**src/sv/pnir_pkg.sv**
```systemverilog
`default_nettype none
// ---------------------------------------------------------------------------
// pnir_pkg
// Shared widths and register indexes for the prism node index reorder block.
// ---------------------------------------------------------------------------
package pnir_pkg;

  // node index width on both channels
  localparam int INDEX_W = 12;

  // degree register width
  localparam int DEG_W = 4;

  // configuration port
  localparam int CFG_ADDR_W = 1;
  localparam logic [CFG_ADDR_W-1:0] REG_TRIANGLE_DEGREE = 1'd0;
  localparam logic [CFG_ADDR_W-1:0] REG_LINE_DEGREE     = 1'd1;

endpackage
`default_nettype wire

```
**src/sv/pnir_in_if.sv**
```systemverilog
`default_nettype none
// ---------------------------------------------------------------------------
// pnir_in_if
// Input channel: one tensor-product node index per transfer.
// ---------------------------------------------------------------------------
interface pnir_in_if;
  logic                         valid;
  logic                         ready;
  logic [pnir_pkg::INDEX_W-1:0] node_index;

  modport source (output valid, output node_index, input ready);
  modport sink   (input valid, input node_index, output ready);
endinterface
`default_nettype wire

```
**src/sv/pnir_out_if.sv**
```systemverilog
`default_nettype none
// ---------------------------------------------------------------------------
// pnir_out_if
// Output channel: one topologically ordered index and error flag per transfer.
// ---------------------------------------------------------------------------
interface pnir_out_if;
  logic                         valid;
  logic                         ready;
  logic [pnir_pkg::INDEX_W-1:0] mapped_index;
  logic                         index_error;

  modport source (output valid, output mapped_index, output index_error, input ready);
  modport sink   (input valid, input mapped_index, input index_error, output ready);
endinterface
`default_nettype wire

```
**src/sv/prism_node_index_reorder.sv**
```systemverilog
`default_nettype none
// ---------------------------------------------------------------------------
// prism_node_index_reorder
// Maps a layer-major tensor-product node index of a prism element to its
// topological index (vertices, edges, faces, volume), flagging bad indices.
// ---------------------------------------------------------------------------
// Pipeline: five register stages from input transfer to result valid: input
//   register, two stages of two restoring division steps each, region decode,
//   then one multiply-add into the output register.
// Throughput: one index per cycle; a stalled output holds the pipe in place.
// Reset: synchronous, clears all stage valid bits and sets both degrees to 1.
// ---------------------------------------------------------------------------
module prism_node_index_reorder (
  input  wire                                clk,
  input  wire                                rst,
  input  wire                                cfg_wen,
  input  wire [pnir_pkg::CFG_ADDR_W-1:0]     cfg_addr,
  input  wire [pnir_pkg::DEG_W-1:0]          cfg_wdata,
  pnir_in_if.sink                            node_in,
  pnir_out_if.source                         node_out
);

  // nodes in one triangle layer: (p+1)(p+2)/2
  function automatic logic [7:0] layer_nodes(input logic [pnir_pkg::DEG_W-1:0] p);
    logic [8:0] a;
    logic [8:0] b;
    logic [8:0] t;
    a = {5'd0, p} + 9'd1;
    b = {5'd0, p} + 9'd2;
    t = a * b;
    return t[8:1];
  endfunction

  // interior triangle face nodes: (p-1)(p-2)/2, none below degree 3
  function automatic logic [6:0] face_nodes(input logic [pnir_pkg::DEG_W-1:0] p);
    logic [7:0] a;
    logic [7:0] b;
    logic [7:0] t;
    a = {4'd0, p} - 8'd1;
    b = {4'd0, p} - 8'd2;
    t = a * b;
    if (p < 4'd3) begin
      return 7'd0;
    end
    return t[7:1];
  endfunction

  // configuration registers
  logic [pnir_pkg::DEG_W-1:0] triangle_degree;
  logic [pnir_pkg::DEG_W-1:0] line_degree;

  always_ff @(posedge clk) begin
    if (rst) begin
      triangle_degree <= 4'd1;
      line_degree     <= 4'd1;
    end else if (cfg_wen) begin
      case (cfg_addr)
        pnir_pkg::REG_TRIANGLE_DEGREE: triangle_degree <= cfg_wdata;
        pnir_pkg::REG_LINE_DEGREE:     line_degree     <= cfg_wdata;
        default: ;
      endcase
    end
  end

  // derived element constants
  logic [7:0]  nl;
  logic [3:0]  ne;
  logic [5:0]  npe;
  logic [6:0]  npf;
  logic [3:0]  nqe;
  logic [9:0]  npe_nqe;
  logic        deg_bad;

  assign nl      = layer_nodes(triangle_degree);
  assign ne      = triangle_degree - 4'd1;
  assign npe     = {2'd0, ne} + {1'b0, ne, 1'b0};
  assign npf     = face_nodes(triangle_degree);
  assign nqe     = line_degree - 4'd1;
  assign npe_nqe = {4'd0, npe} * {6'd0, nqe};
  assign deg_bad = (triangle_degree == 4'd0) || (line_degree == 4'd0);

  // stage valid bits and advance enables
  logic v1, v2, v3, v4, v5;
  logic adv1, adv2, adv3, adv4, adv5;

  assign adv5 = !v5 || node_out.ready;
  assign adv4 = !v4 || adv5;
  assign adv3 = !v3 || adv4;
  assign adv2 = !v2 || adv3;
  assign adv1 = !v1 || adv2;
  assign node_in.ready = adv1;

  always_ff @(posedge clk) begin
    if (rst) begin
      v1 <= 1'b0;
      v2 <= 1'b0;
      v3 <= 1'b0;
      v4 <= 1'b0;
      v5 <= 1'b0;
    end else begin
      if (adv1) v1 <= node_in.valid;
      if (adv2) v2 <= v1;
      if (adv3) v3 <= v2;
      if (adv4) v4 <= v3;
      if (adv5) v5 <= v4;
    end
  end

  // stage 1: input register
  logic [pnir_pkg::INDEX_W-1:0] idx1;

  always_ff @(posedge clk) begin
    if (adv1) idx1 <= node_in.node_index;
  end

  // stage 1 to 2: overflow check and layer bits 3 and 2
  logic [12:0] nl13;
  logic [12:0] d3, d2;
  logic        ovf_c;
  logic        q3_c, q2_c;
  logic [11:0] rem_a, rem_b;

  assign nl13  = {5'd0, nl};
  assign d3    = nl13 << 3;
  assign d2    = nl13 << 2;
  assign ovf_c = {1'b0, idx1} >= (nl13 << 4);
  assign q3_c  = {1'b0, idx1} >= d3;
  assign rem_a = q3_c ? idx1 - d3[11:0] : idx1;
  assign q2_c  = {1'b0, rem_a} >= d2;
  assign rem_b = q2_c ? rem_a - d2[11:0] : rem_a;

  logic [11:0] rem2;
  logic [1:0]  lay_hi2;
  logic        ovf2;

  always_ff @(posedge clk) begin
    if (adv2) begin
      rem2    <= rem_b;
      lay_hi2 <= {q3_c, q2_c};
      ovf2    <= ovf_c;
    end
  end

  // stage 2 to 3: layer bits 1 and 0, remainder is the position in the layer
  logic [11:0] d1, d0;
  logic        q1_c, q0_c;
  logic [11:0] rem_c, rem_d;

  assign d1    = {3'd0, nl, 1'b0};
  assign d0    = {4'd0, nl};
  assign q1_c  = rem2 >= d1;
  assign rem_c = q1_c ? rem2 - d1 : rem2;
  assign q0_c  = rem_c >= d0;
  assign rem_d = q0_c ? rem_c - d0 : rem_c;

  logic [7:0] pos3;
  logic [3:0] layer3;
  logic       ovf3;

  always_ff @(posedge clk) begin
    if (adv3) begin
      pos3   <= rem_d[7:0];
      layer3 <= {lay_hi2, q1_c, q0_c};
      ovf3   <= ovf2;
    end
  end

  // stage 3 to 4: region decode into addend and multiply operands
  logic [11:0] pos_w, npe_w, npf_w, nqe3_w, nl2_w, base_w, lm1_w;
  logic [3:0]  lm1;
  logic [7:0]  m, m2;
  logic [5:0]  ne1_w, ne2_w;
  logic [5:0]  enqe;
  logic [5:0]  ofs;
  logic        err_c;
  logic [11:0] addend_c;
  logic [6:0]  mula_c;
  logic [5:0]  mulb_c;

  assign lm1    = layer3 - 4'd1;
  assign pos_w  = {4'd0, pos3};
  assign npe_w  = {6'd0, npe};
  assign npf_w  = {5'd0, npf};
  assign lm1_w  = {8'd0, lm1};
  assign nqe3_w = {8'd0, nqe} + {7'd0, nqe, 1'b0};
  assign nl2_w  = {3'd0, nl, 1'b0};
  assign base_w = nl2_w + nqe3_w;
  assign m      = pos3 - 8'd3;
  assign m2     = m - {2'd0, npe};
  assign ne1_w  = {2'd0, ne};
  assign ne2_w  = {1'b0, ne, 1'b0};

  // which of the three quad faces an edge-ring node belongs to
  always_comb begin
    if ({1'b0, m} >= {3'd0, ne2_w}) begin
      ofs      = ne2_w;
      enqe     = {1'b0, nqe, 1'b0};
    end else if ({1'b0, m} >= {3'd0, ne1_w}) begin
      ofs      = ne1_w;
      enqe     = {2'd0, nqe};
    end else begin
      ofs      = 6'd0;
      enqe     = 6'd0;
    end
  end

  always_comb begin
    err_c    = ovf3 || deg_bad || (layer3 > line_degree);
    addend_c = 12'd0;
    mula_c   = 7'd0;
    mulb_c   = 6'd0;
    if (layer3 == 4'd0) begin
      // base layer
      if (pos3 < 8'd3) begin
        addend_c = pos_w;
      end else if ({1'b0, pos3} < {3'd0, npe} + 9'd3) begin
        addend_c = pos_w + 12'd3;
      end else begin
        addend_c = pos_w + 12'd3 + npe_w + nqe3_w;
      end
    end else if (layer3 == line_degree) begin
      // top layer
      if (pos3 < 8'd3) begin
        addend_c = pos_w + 12'd3;
      end else if ({1'b0, pos3} < {3'd0, npe} + 9'd3) begin
        addend_c = pos_w + 12'd3 + npe_w;
      end else begin
        addend_c = pos_w + 12'd3 + npe_w + nqe3_w + npf_w;
      end
    end else if (pos3 < 8'd3) begin
      // vertical edge
      addend_c = 12'd6 + {npe_w[10:0], 1'b0} + lm1_w;
      mula_c   = {5'd0, pos3[1:0]};
      mulb_c   = {2'd0, nqe};
    end else if (m < {2'd0, npe}) begin
      // quad face
      addend_c = base_w + {4'd0, m} - {6'd0, ofs};
      mula_c   = {3'd0, ne};
      mulb_c   = enqe + {2'd0, lm1};
    end else if (m2 < {1'b0, npf}) begin
      // volume
      addend_c = base_w + {2'd0, npe_nqe} + {4'd0, m2};
      mula_c   = npf;
      mulb_c   = {2'd0, lm1};
    end else begin
      err_c = 1'b1;
    end
  end

  logic        err4;
  logic [11:0] addend4;
  logic [6:0]  mula4;
  logic [5:0]  mulb4;

  always_ff @(posedge clk) begin
    if (adv4) begin
      err4    <= err_c;
      addend4 <= addend_c;
      mula4   <= mula_c;
      mulb4   <= mulb_c;
    end
  end

  // stage 4 to 5: multiply-add into the output register
  logic [12:0] prod;
  logic [12:0] sum;

  assign prod = {6'd0, mula4} * {7'd0, mulb4};
  assign sum  = {1'b0, addend4} + prod;

  logic [pnir_pkg::INDEX_W-1:0] mapped5;
  logic                         err5;

  always_ff @(posedge clk) begin
    if (adv5) begin
      mapped5 <= err4 ? 12'd0 : sum[11:0];
      err5    <= err4;
    end
  end

  assign node_out.valid        = v5;
  assign node_out.mapped_index = mapped5;
  assign node_out.index_error  = err5;

endmodule
`default_nettype wire

```
**src/flat_wrapper.sv**
```systemverilog
// flat-port wrapper written by rule: the top's interface ports become plain ports
module prism_node_index_reorder_flat 
  (clk, rst, cfg_wen, cfg_addr, cfg_wdata, node_in_valid, node_in_node_index, node_in_ready, node_out_valid, node_out_mapped_index, node_out_index_error, node_out_ready);
  pnir_in_if node_in_i ();
  pnir_out_if node_out_i ();
  input  wire clk;
  input  wire rst;
  input  wire cfg_wen;
  input  wire [pnir_pkg::CFG_ADDR_W-1:0] cfg_addr;
  input  wire [pnir_pkg::DEG_W-1:0] cfg_wdata;
  input wire logic [$bits(node_in_i.valid)-1:0] node_in_valid;
  input wire logic [$bits(node_in_i.node_index)-1:0] node_in_node_index;
  output wire logic [$bits(node_in_i.ready)-1:0] node_in_ready;
  output wire logic [$bits(node_out_i.valid)-1:0] node_out_valid;
  output wire logic [$bits(node_out_i.mapped_index)-1:0] node_out_mapped_index;
  output wire logic [$bits(node_out_i.index_error)-1:0] node_out_index_error;
  input wire logic [$bits(node_out_i.ready)-1:0] node_out_ready;
  assign node_in_i.valid = node_in_valid;
  assign node_in_i.node_index = node_in_node_index;
  assign node_in_ready = node_in_i.ready;
  assign node_out_valid = node_out_i.valid;
  assign node_out_mapped_index = node_out_i.mapped_index;
  assign node_out_index_error = node_out_i.index_error;
  assign node_out_i.ready = node_out_ready;
  prism_node_index_reorder u_core (.clk(clk), .rst(rst), .cfg_wen(cfg_wen), .cfg_addr(cfg_addr), .cfg_wdata(cfg_wdata), .node_in(node_in_i), .node_out(node_out_i));
endmodule
```
**config.mk**
```make
export PLATFORM = sky130hd
export DESIGN_NAME = prism_node_index_reorder_flat
export DESIGN_NICKNAME = d
export VERILOG_FILES = /design/src/sv/pnir_pkg.sv /design/src/sv/pnir_in_if.sv /design/src/sv/pnir_out_if.sv /design/src/sv/prism_node_index_reorder.sv /design/src/flat_wrapper.sv
export SDC_FILE = /design/constraint.sdc
export NUM_CORES = 1
export LEC_CHECK = 0
export ABC_AREA = 1
export BUFFER_PORTS_ARGS = -buffer_cell sky130_fd_sc_hd__buf_2
export CELL_PAD_IN_SITES_DETAIL_PLACEMENT = 0
export CELL_PAD_IN_SITES_GLOBAL_PLACEMENT = 1
export CORE_MARGIN = 2
export CORE_UTILIZATION = 44
export CTS_CLUSTER_SIZE = 28
export DETAILED_ROUTE_END_ITERATION = 16
export PLACE_DENSITY_LB_ADDON = 0.1
export SYNTH_ARGS = -nofsm -noshare
export SYNTH_HDL_FRONTEND = slang
export SYNTH_SLANG_ARGS = --single-unit
```
**constraint.sdc**
```tcl
create_clock -name clk -period 8.6 [get_ports clk]
set_input_delay 0.43 -clock clk [delete_from_list [all_inputs] [get_ports clk]]
set_output_delay 0.43 -clock clk [all_outputs]
set_load 0.01 [all_outputs]
```
* Yosys cells after proc, flatten, opt, wreduce, memory -nomap -nowiden
Cells that the tools add are included.
** Storage, ports and cells
- Flip-flop bits (word level) :: 92
- Bits in latches :: 0
- RAM bits :: 0
- ROM bits :: 0
- Input port bits :: 22
- Output and inout bits :: 15
- Word-level logic and storage cells :: 124
- Memories :: 0
** Operators by class
- Add/subtract/negate cells :: 29
- $mul :: 4
- Div/mod/pow operators :: 0
- $lt $le $gt $ge :: 13
- Eq/ne operators :: 1
- Shift-type cells :: 0
- Mux-type cells :: 31
- Bitwise operators :: 2
- Reduce and logical (&&, ||, !) cells :: 21
** Operators by type and width (count)
- 12-bit 2-to-1 mux :: 12
- 12-bit adder :: 2
- 12-bit by 8-bit adder with 12-bit output :: 2
- 4-bit 2-to-1 mux :: 6
- 6-bit 2-to-1 mux :: 3
- 7-bit 2-to-1 mux :: 2
- 12-bit by 10-bit adder with 12-bit output :: 1
- 12-bit by 4-bit adder with 12-bit output :: 1
- 12-bit by 6-bit adder with 12-bit output :: 1
- 12-bit by 7-bit adder with 12-bit output :: 1
- 4-bit by 5-bit adder with 6-bit output :: 2
- 9-bit by 12-bit adder with 12-bit output :: 1
- 12-bit by 10-bit >= comparator with 1-bit output :: 1
- 12-bit by 11-bit >= comparator with 1-bit output :: 1
- 12-bit >= comparator :: 1
- 12-bit by 8-bit >= comparator with 1-bit output :: 1
- 12-bit by 9-bit >= comparator with 1-bit output :: 1
- 4-bit zero test :: 3
- 7-bit by 6-bit multiplier with 12-bit output :: 1
- 12-bit by 10-bit subtractor with 12-bit output :: 1
- 12-bit by 11-bit subtractor with 12-bit output :: 1
- 12-bit by 6-bit subtractor with 12-bit output :: 1
- 12-bit by 9-bit subtractor with 12-bit output :: 1
- 4-bit by 1-bit subtractor with 4-bit output, second input constant :: 3
- 33 further kinds :: 51

* Logic depth before layout (Yosys ltp)
- Depth after elaboration :: 10
- Gate-level depth with buffers :: 42

* Worst setup path after synthesis
Ideal clock, no wire load.
- Path kind :: reg2reg
- From :: reg u_core.triangle_degree[0] (netlist bit)
- To :: reg u_core.addend4[10], data pin
- Library setup time :: 258 ps
- Data arrival time :: 7732 ps
- Required time :: 8342 ps
- Setup slack :: 609 ps
- Cell stages (with the launch flop) :: 35
- Path buffers :: 3
- Path through :: dfxtp_1 -> buf_2 -> inv_1 -> clkbuf_1 -> ha_1 -> clkbuf_1 -> inv_1 -> nor2_1 -> fa_1 -> fa_1 -> fa_1 -> ha_1 -> a21oi_1 -> nand3_2 -> nand2_4 -> inv_1 -> ha_1 -> xor2_1 -> fa_1 -> fa_1 -> fa_1 -> inv_1 -> ha_1 -> a21oi_1 -> inv_1 -> a31oi_1 -> nor2_1 -> nor2_1 -> nor2_1 -> nor2_1 -> nor2_1 -> o21ai_0 -> nand3_1 -> nand4_1 -> a21oi_1
** On the way
- Cells in the longest elaborated chain, start to end :: 10
- Elaborated cells between the ends (all ways) :: 40
- Those cells by class :: 18 x add/sub; 3 x mul; 6 x order compare; 13 x mux
** RTL lines
- start, declared :: line prism_node_index_reorder.sv:49 : logic [pnir_pkg::DEG_W-1:0] triangle_degree;
- start signal, assigned :: line prism_node_index_reorder.sv:58 : pnir_pkg::REG_TRIANGLE_DEGREE: triangle_degree <= cfg_wdata;
- 4-bit by 1-bit adder with 5-bit output, or another cell as far along :: line prism_node_index_reorder.sv:28 : a = {5'd0, p} + 9'd1;
- 9-bit by 9-bit multiplier with 9-bit output / 4-bit by 5-bit adder with 6-bit output (equally long branches) :: line prism_node_index_reorder.sv:30, prism_node_index_reorder.sv:76
- 9-bit by 12-bit adder with 12-bit output / 6-bit by 4-bit multiplier with 10-bit output (equally long branches) :: line prism_node_index_reorder.sv:187, prism_node_index_reorder.sv:79
- 12-bit by 10-bit adder with 12-bit output :: line prism_node_index_reorder.sv:242 : addend_c = base_w + {2'd0, npe_nqe} + {4'd0, m2};
- 12-bit by 8-bit adder with 12-bit output :: line prism_node_index_reorder.sv:242
- 12-bit 2-to-1 mux :: line prism_node_index_reorder.sv:240 : end else if (m2 < {1'b0, npf}) begin
- 12-bit 2-to-1 mux :: line prism_node_index_reorder.sv:235 : end else if (m < {2'd0, npe}) begin
- 12-bit 2-to-1 mux :: line prism_node_index_reorder.sv:230 : end else if (pos3 < 8'd3) begin
- 12-bit 2-to-1 mux :: line prism_node_index_reorder.sv:221 : end else if (layer3 == line_degree) begin
- 12-bit 2-to-1 mux (*) :: line prism_node_index_reorder.sv:212 : if (layer3 == 4'd0) begin
- via u_core.addend_c[10] :: line prism_node_index_reorder.sv:176 : logic [11:0] addend_c;
- end signal, assigned :: line prism_node_index_reorder.sv:258 : addend4 <= addend_c;
- end, declared :: line prism_node_index_reorder.sv:251 : logic [11:0] addend4;
The timed path passes the listed nets; every way through them passes the cells marked *.
A chain may end at the register's enable or synchronous reset.

* Worst setup path after layout
- From :: reg u_core.triangle_degree[1] (netlist bit)
- To :: reg u_core.addend4[10], data pin
The elaborated chain is that of the path after synthesis.

==> implementation parameters <==
Parameter                              Value

Outcome
  Run status ... completed

Synthesis
  Multiplexer share of the synthesized area ... 0.222%
  Synth Area in XOR/XNOR ... 6.91%
  Post-synth top flop ... edfxtp_1
  Fraction of the mapped netlist area in compound gates ... 12.6%
  Adder and majority gate portion of the synthesized area ... 31.9%
  Synthesized net count ... 2,050
  Flip-flop and latch count after synthesis ... 92
  Synthesis Warnings ... 0
  Share of flip-flops with an asynchronous set or reset after synthesis ... 0%
  Sequential fraction of the synthesis area ... 19.4%
  Post-synthesis simple-gate area fraction ... 18.9%
  EDFF count, synth ... 79
  Count of unique library cells instantiated by Yosys ... 60
  Netlist area before placement ... 0.0135 sq mm
  Mapped Cells ... 1,737
  Avg Cell Area, Syn ... 7.80 sq um
  Main combinational cell family by area after synthesis ... adder cells

Setup path
  End of the worst register-to-register path ... u_core.addend4[10]
  Critical path class ... register to register
  Critical path launch point type ... register
  Worst reg2reg setup slack ... 0.57 ns
  R2R Path Start ... u_core.triangle_degree[1]
  Critical Path Max Stage Delay ... 0.56 ns
  Worst Reg-to-Reg Cells ... 31
  Worst setup EP type ... register
  Data arrival time at the worst-slack endpoint ... 8.14 ns
  Largest driver fanout on the critical path ... 14
  Required time reported for the critical path endpoint ... 8.71 ns
  CP max-delay cell ... fa_1

Clocking
  Root buffer cell ... clkbuf_16
  Post-CTS setup buffer count ... 0
  Clock tree from TritonCTS ... done
  Number of sinks handled by clock tree synthesis ... 92
  Clock edge transition at the registers on the reported setup and hold paths ... 0.08 ns
  CTS H-tree depth ... 3
  Maximum buffer depth of the clock tree ... 2
  Clock latency on the worst-skew pair ... 0.37 ns
  CTS buffer count ... 9

Job
  MaxCap Viol Count ... 0

Detailed routing
  Remaining number of nets flagged by the antenna check after routing ... 0
  Vias ... 11,238
  Final routed wirelength across all metal layers ... 38,600 um
  Routed via count divided by cell count ... 5.15
  Router iterations before antenna repair ... 5
  Violation count after the first detailed-routing iteration ... 653
  Wirelength per Cell ... 17.7 um
  Post-route DRC ... 0

STA
  Post-route clock period utilization ... 93.3%
  Worst setup skew after layout ... 0.0127 ns
  Normalized max-slew margin ... 27.5%
  Total of endpoints with negative setup slack in the final report ... 0
  Highest achievable clock rate ... 125 MHz
  Least-Margin Pin Slew ... 1.09 ns
  Final critical delay including setup and external delays ... 8.03 ns
  Hold Vio Cnt, Final ... 0
  Accumulated negative setup slack ... 0 ns
  Final max-slew violation count ... 0
  Setup repair after global routing missed its margin ... no

GRT
  Number of global-route vias before repair ... 11,342
  Initial antenna violation count ... 0
  Wire length of the first global-routing pass ... 61,900 um
  Pin count of the biggest net entering global routing ... 29
  Overall global routing resource usage ... 24.6%
  Final global-route overflow total ... 0

Min path
  Sink of the worst hold path ... u_core.idx1[6]
  WHS Path Cells ... 1
  Hold Crit Start ... node_in_node_index[6]
  Path category of the worst min-delay check ... primary input to register

Cells and area
  Most common cell after layout, fill and taps aside ... inv_1
  Share of layout cells above drive strength 1 ... 7.39%
  Layout Nets ... 2,095
  Area occupied by multi-input gates ... 0.00957 sq mm
  FF+latch area ... 0.00263 sq mm
  Antenna cell count ... 0
  Commonest cells after routing, fill and taps aside ... 322 x inv_1, 299 x nand2_1, 200 x ha_1
  Layout overhead on the synthesized area ... 7.54%
  Design area ... 0.0146 sq mm
  Filler Cells Inserted ... 3,104

Placement
  Detail Placement HPWL ... 32,700 um
  Number of buffer cells added on primary ports ... 36
  Final weighted congestion in routability-driven placement ... 0.939
  Post-DP Area ... 0.0143 sq mm

Die
  Placement Rows ... 64
  Core Box Area ... 0.0304 sq mm
  Die height ... 179 um
  Horizontal extent of the die ... 179 um
  Number of top-level pins ... 37
  Initial core utilization ... 44.5%
  Die outline area ... 0.0322 sq mm
cells by family (layout without fill, tap and decap cells):
group | after synthesis | in the layout
AND/OR/NAND/NOR | 596 | 596
adder cells (fa/ha/maj) | 291 | 291
buffers and inverters | 354 | 404
XOR/XNOR | 106 | 106
multiplexers | 2 | 2
AO/OA/AOI/OAI | 296 | 296
flip-flops | 92 | 92
registers in the layout, indices dropped and copies added (netlist names):
register	cells
u_core.addend4	12
u_core.err4	1
u_core.idx1	12
u_core.lay_hi2	2
u_core.layer3	4
u_core.line_degree	4
u_core.mula4	7
u_core.mulb4	6
u_core.node_out.index_error	1
u_core.node_out.mapped_index	12
u_core.node_out.valid	1
u_core.ovf2	1
u_core.ovf3	1
u_core.pos3	8
u_core.rem2	12
u_core.triangle_degree	4
u_core.v1	1
u_core.v2	1
u_core.v3	1
u_core.v4	1
layer usage:
metal,part of all wire (%),up-vias,track usage [%]
li1,-,5723,-
met1,46,5239,32.8
met2,46,220,41.1
met3,3.7,56,2.67
met4,4.0,0,9.63
met5,0,-,0
worst max-delay path by stage:
stage | from | to | slack, ns | cells after the start
2_1_floorplan | u_core.triangle_degree[0] | u_core.addend4[10] | 0.61 | 34
5_1_grt | u_core.triangle_degree[1] | u_core.addend4[10] | 0.004 | 31
4_1_cts | u_core.triangle_degree[1] | u_core.addend4[10] | 0.31 | 31
3_5_place_dp | u_core.triangle_degree[1] | u_core.addend4[10] | 0.32 | 31
6_report | u_core.triangle_degree[1] | u_core.addend4[10] | 0.57 | 31
3_3_place_gp | u_core.triangle_degree[1] | u_core.addend4[10] | 0.52 | 31
worst max-delay path: cells and delay by family (launching register included):
| kind | cells | cell delay, ns |
|---|---|---|
| compound gates | 5 | 0.88 |
| xor+xnor | 1 | 0.25 |
| fa+ha+maj | 10 | 4.45 |
| buf+inv | 5 | 0.53 |
| flops | 1 | 0.50 |
| simple gates | 10 | 1.13 |
final cells by class:
type	instances	area share (%)
inverters	332	8.55
repair buffers	56	2.27
clock inverters	7	0.464
well taps	396	3.40
clock buffers	9	1.55
multi-input cells	1291	65.7
flip-flops and latches	92	18.1
Yosys cell counts (3+ instances only):
master	instances	area, sq um
ha_1	201	2510
a21o_1	8	60.1
nand2_2	5	31.3
xor2_1	59	517
o22ai_1	8	50.1
fa_1	90	1800
nand3_4	3	52.6
a31oi_1	14	87.6
nand3_1	60	300
buf_2	7	35.0
o21ai_2	7	61.3
o21a_1	3	22.5
o21bai_1	11	82.6
inv_2	9	33.8
dfxtp_1	13	260
clkbuf_1	10	37.5
nand3b_1	5	37.5
a21boi_0	3	22.5
or2_2	6	37.5
nand3_2	7	70.1
a21oi_1	120	601
and2_1	4	25.0
nand2_1	299	1120
nor2_1	170	638
inv_1	322	1210
a21oi_2	5	43.8
edfxtp_1	79	2370
o211ai_1	11	82.6
o21ai_0	86	430
nand4_1	4	25.0
nor3_1	19	95.1
o21ai_1	4	20.0
xnor2_1	46	403
a211oi_1	5	37.5
timing repair:
item | in CTS | in global routing
setup endpoints to repair | 0 | 19
hold buffers | 0 | 0
gates resized for setup | 0 | 3
per-stage QoR:
step	setup WS, ns	cells	hold WS (ns)	utilization, %
after detailed placement	0.318	2167	0.406	46.9
after global placement	0.522	2167	0.404	46.9
after global routing	0.00358	2183	0.221	47.9
after CTS	0.311	2183	0.219	47.8
after floorplan	0.609	1737	0.400	-
final	0.573	2183	0.230	47.9
Power is left out: the tool's default activity adds up to more than one toggle a clock period on the data nets, which glitch-free logic cannot reach.
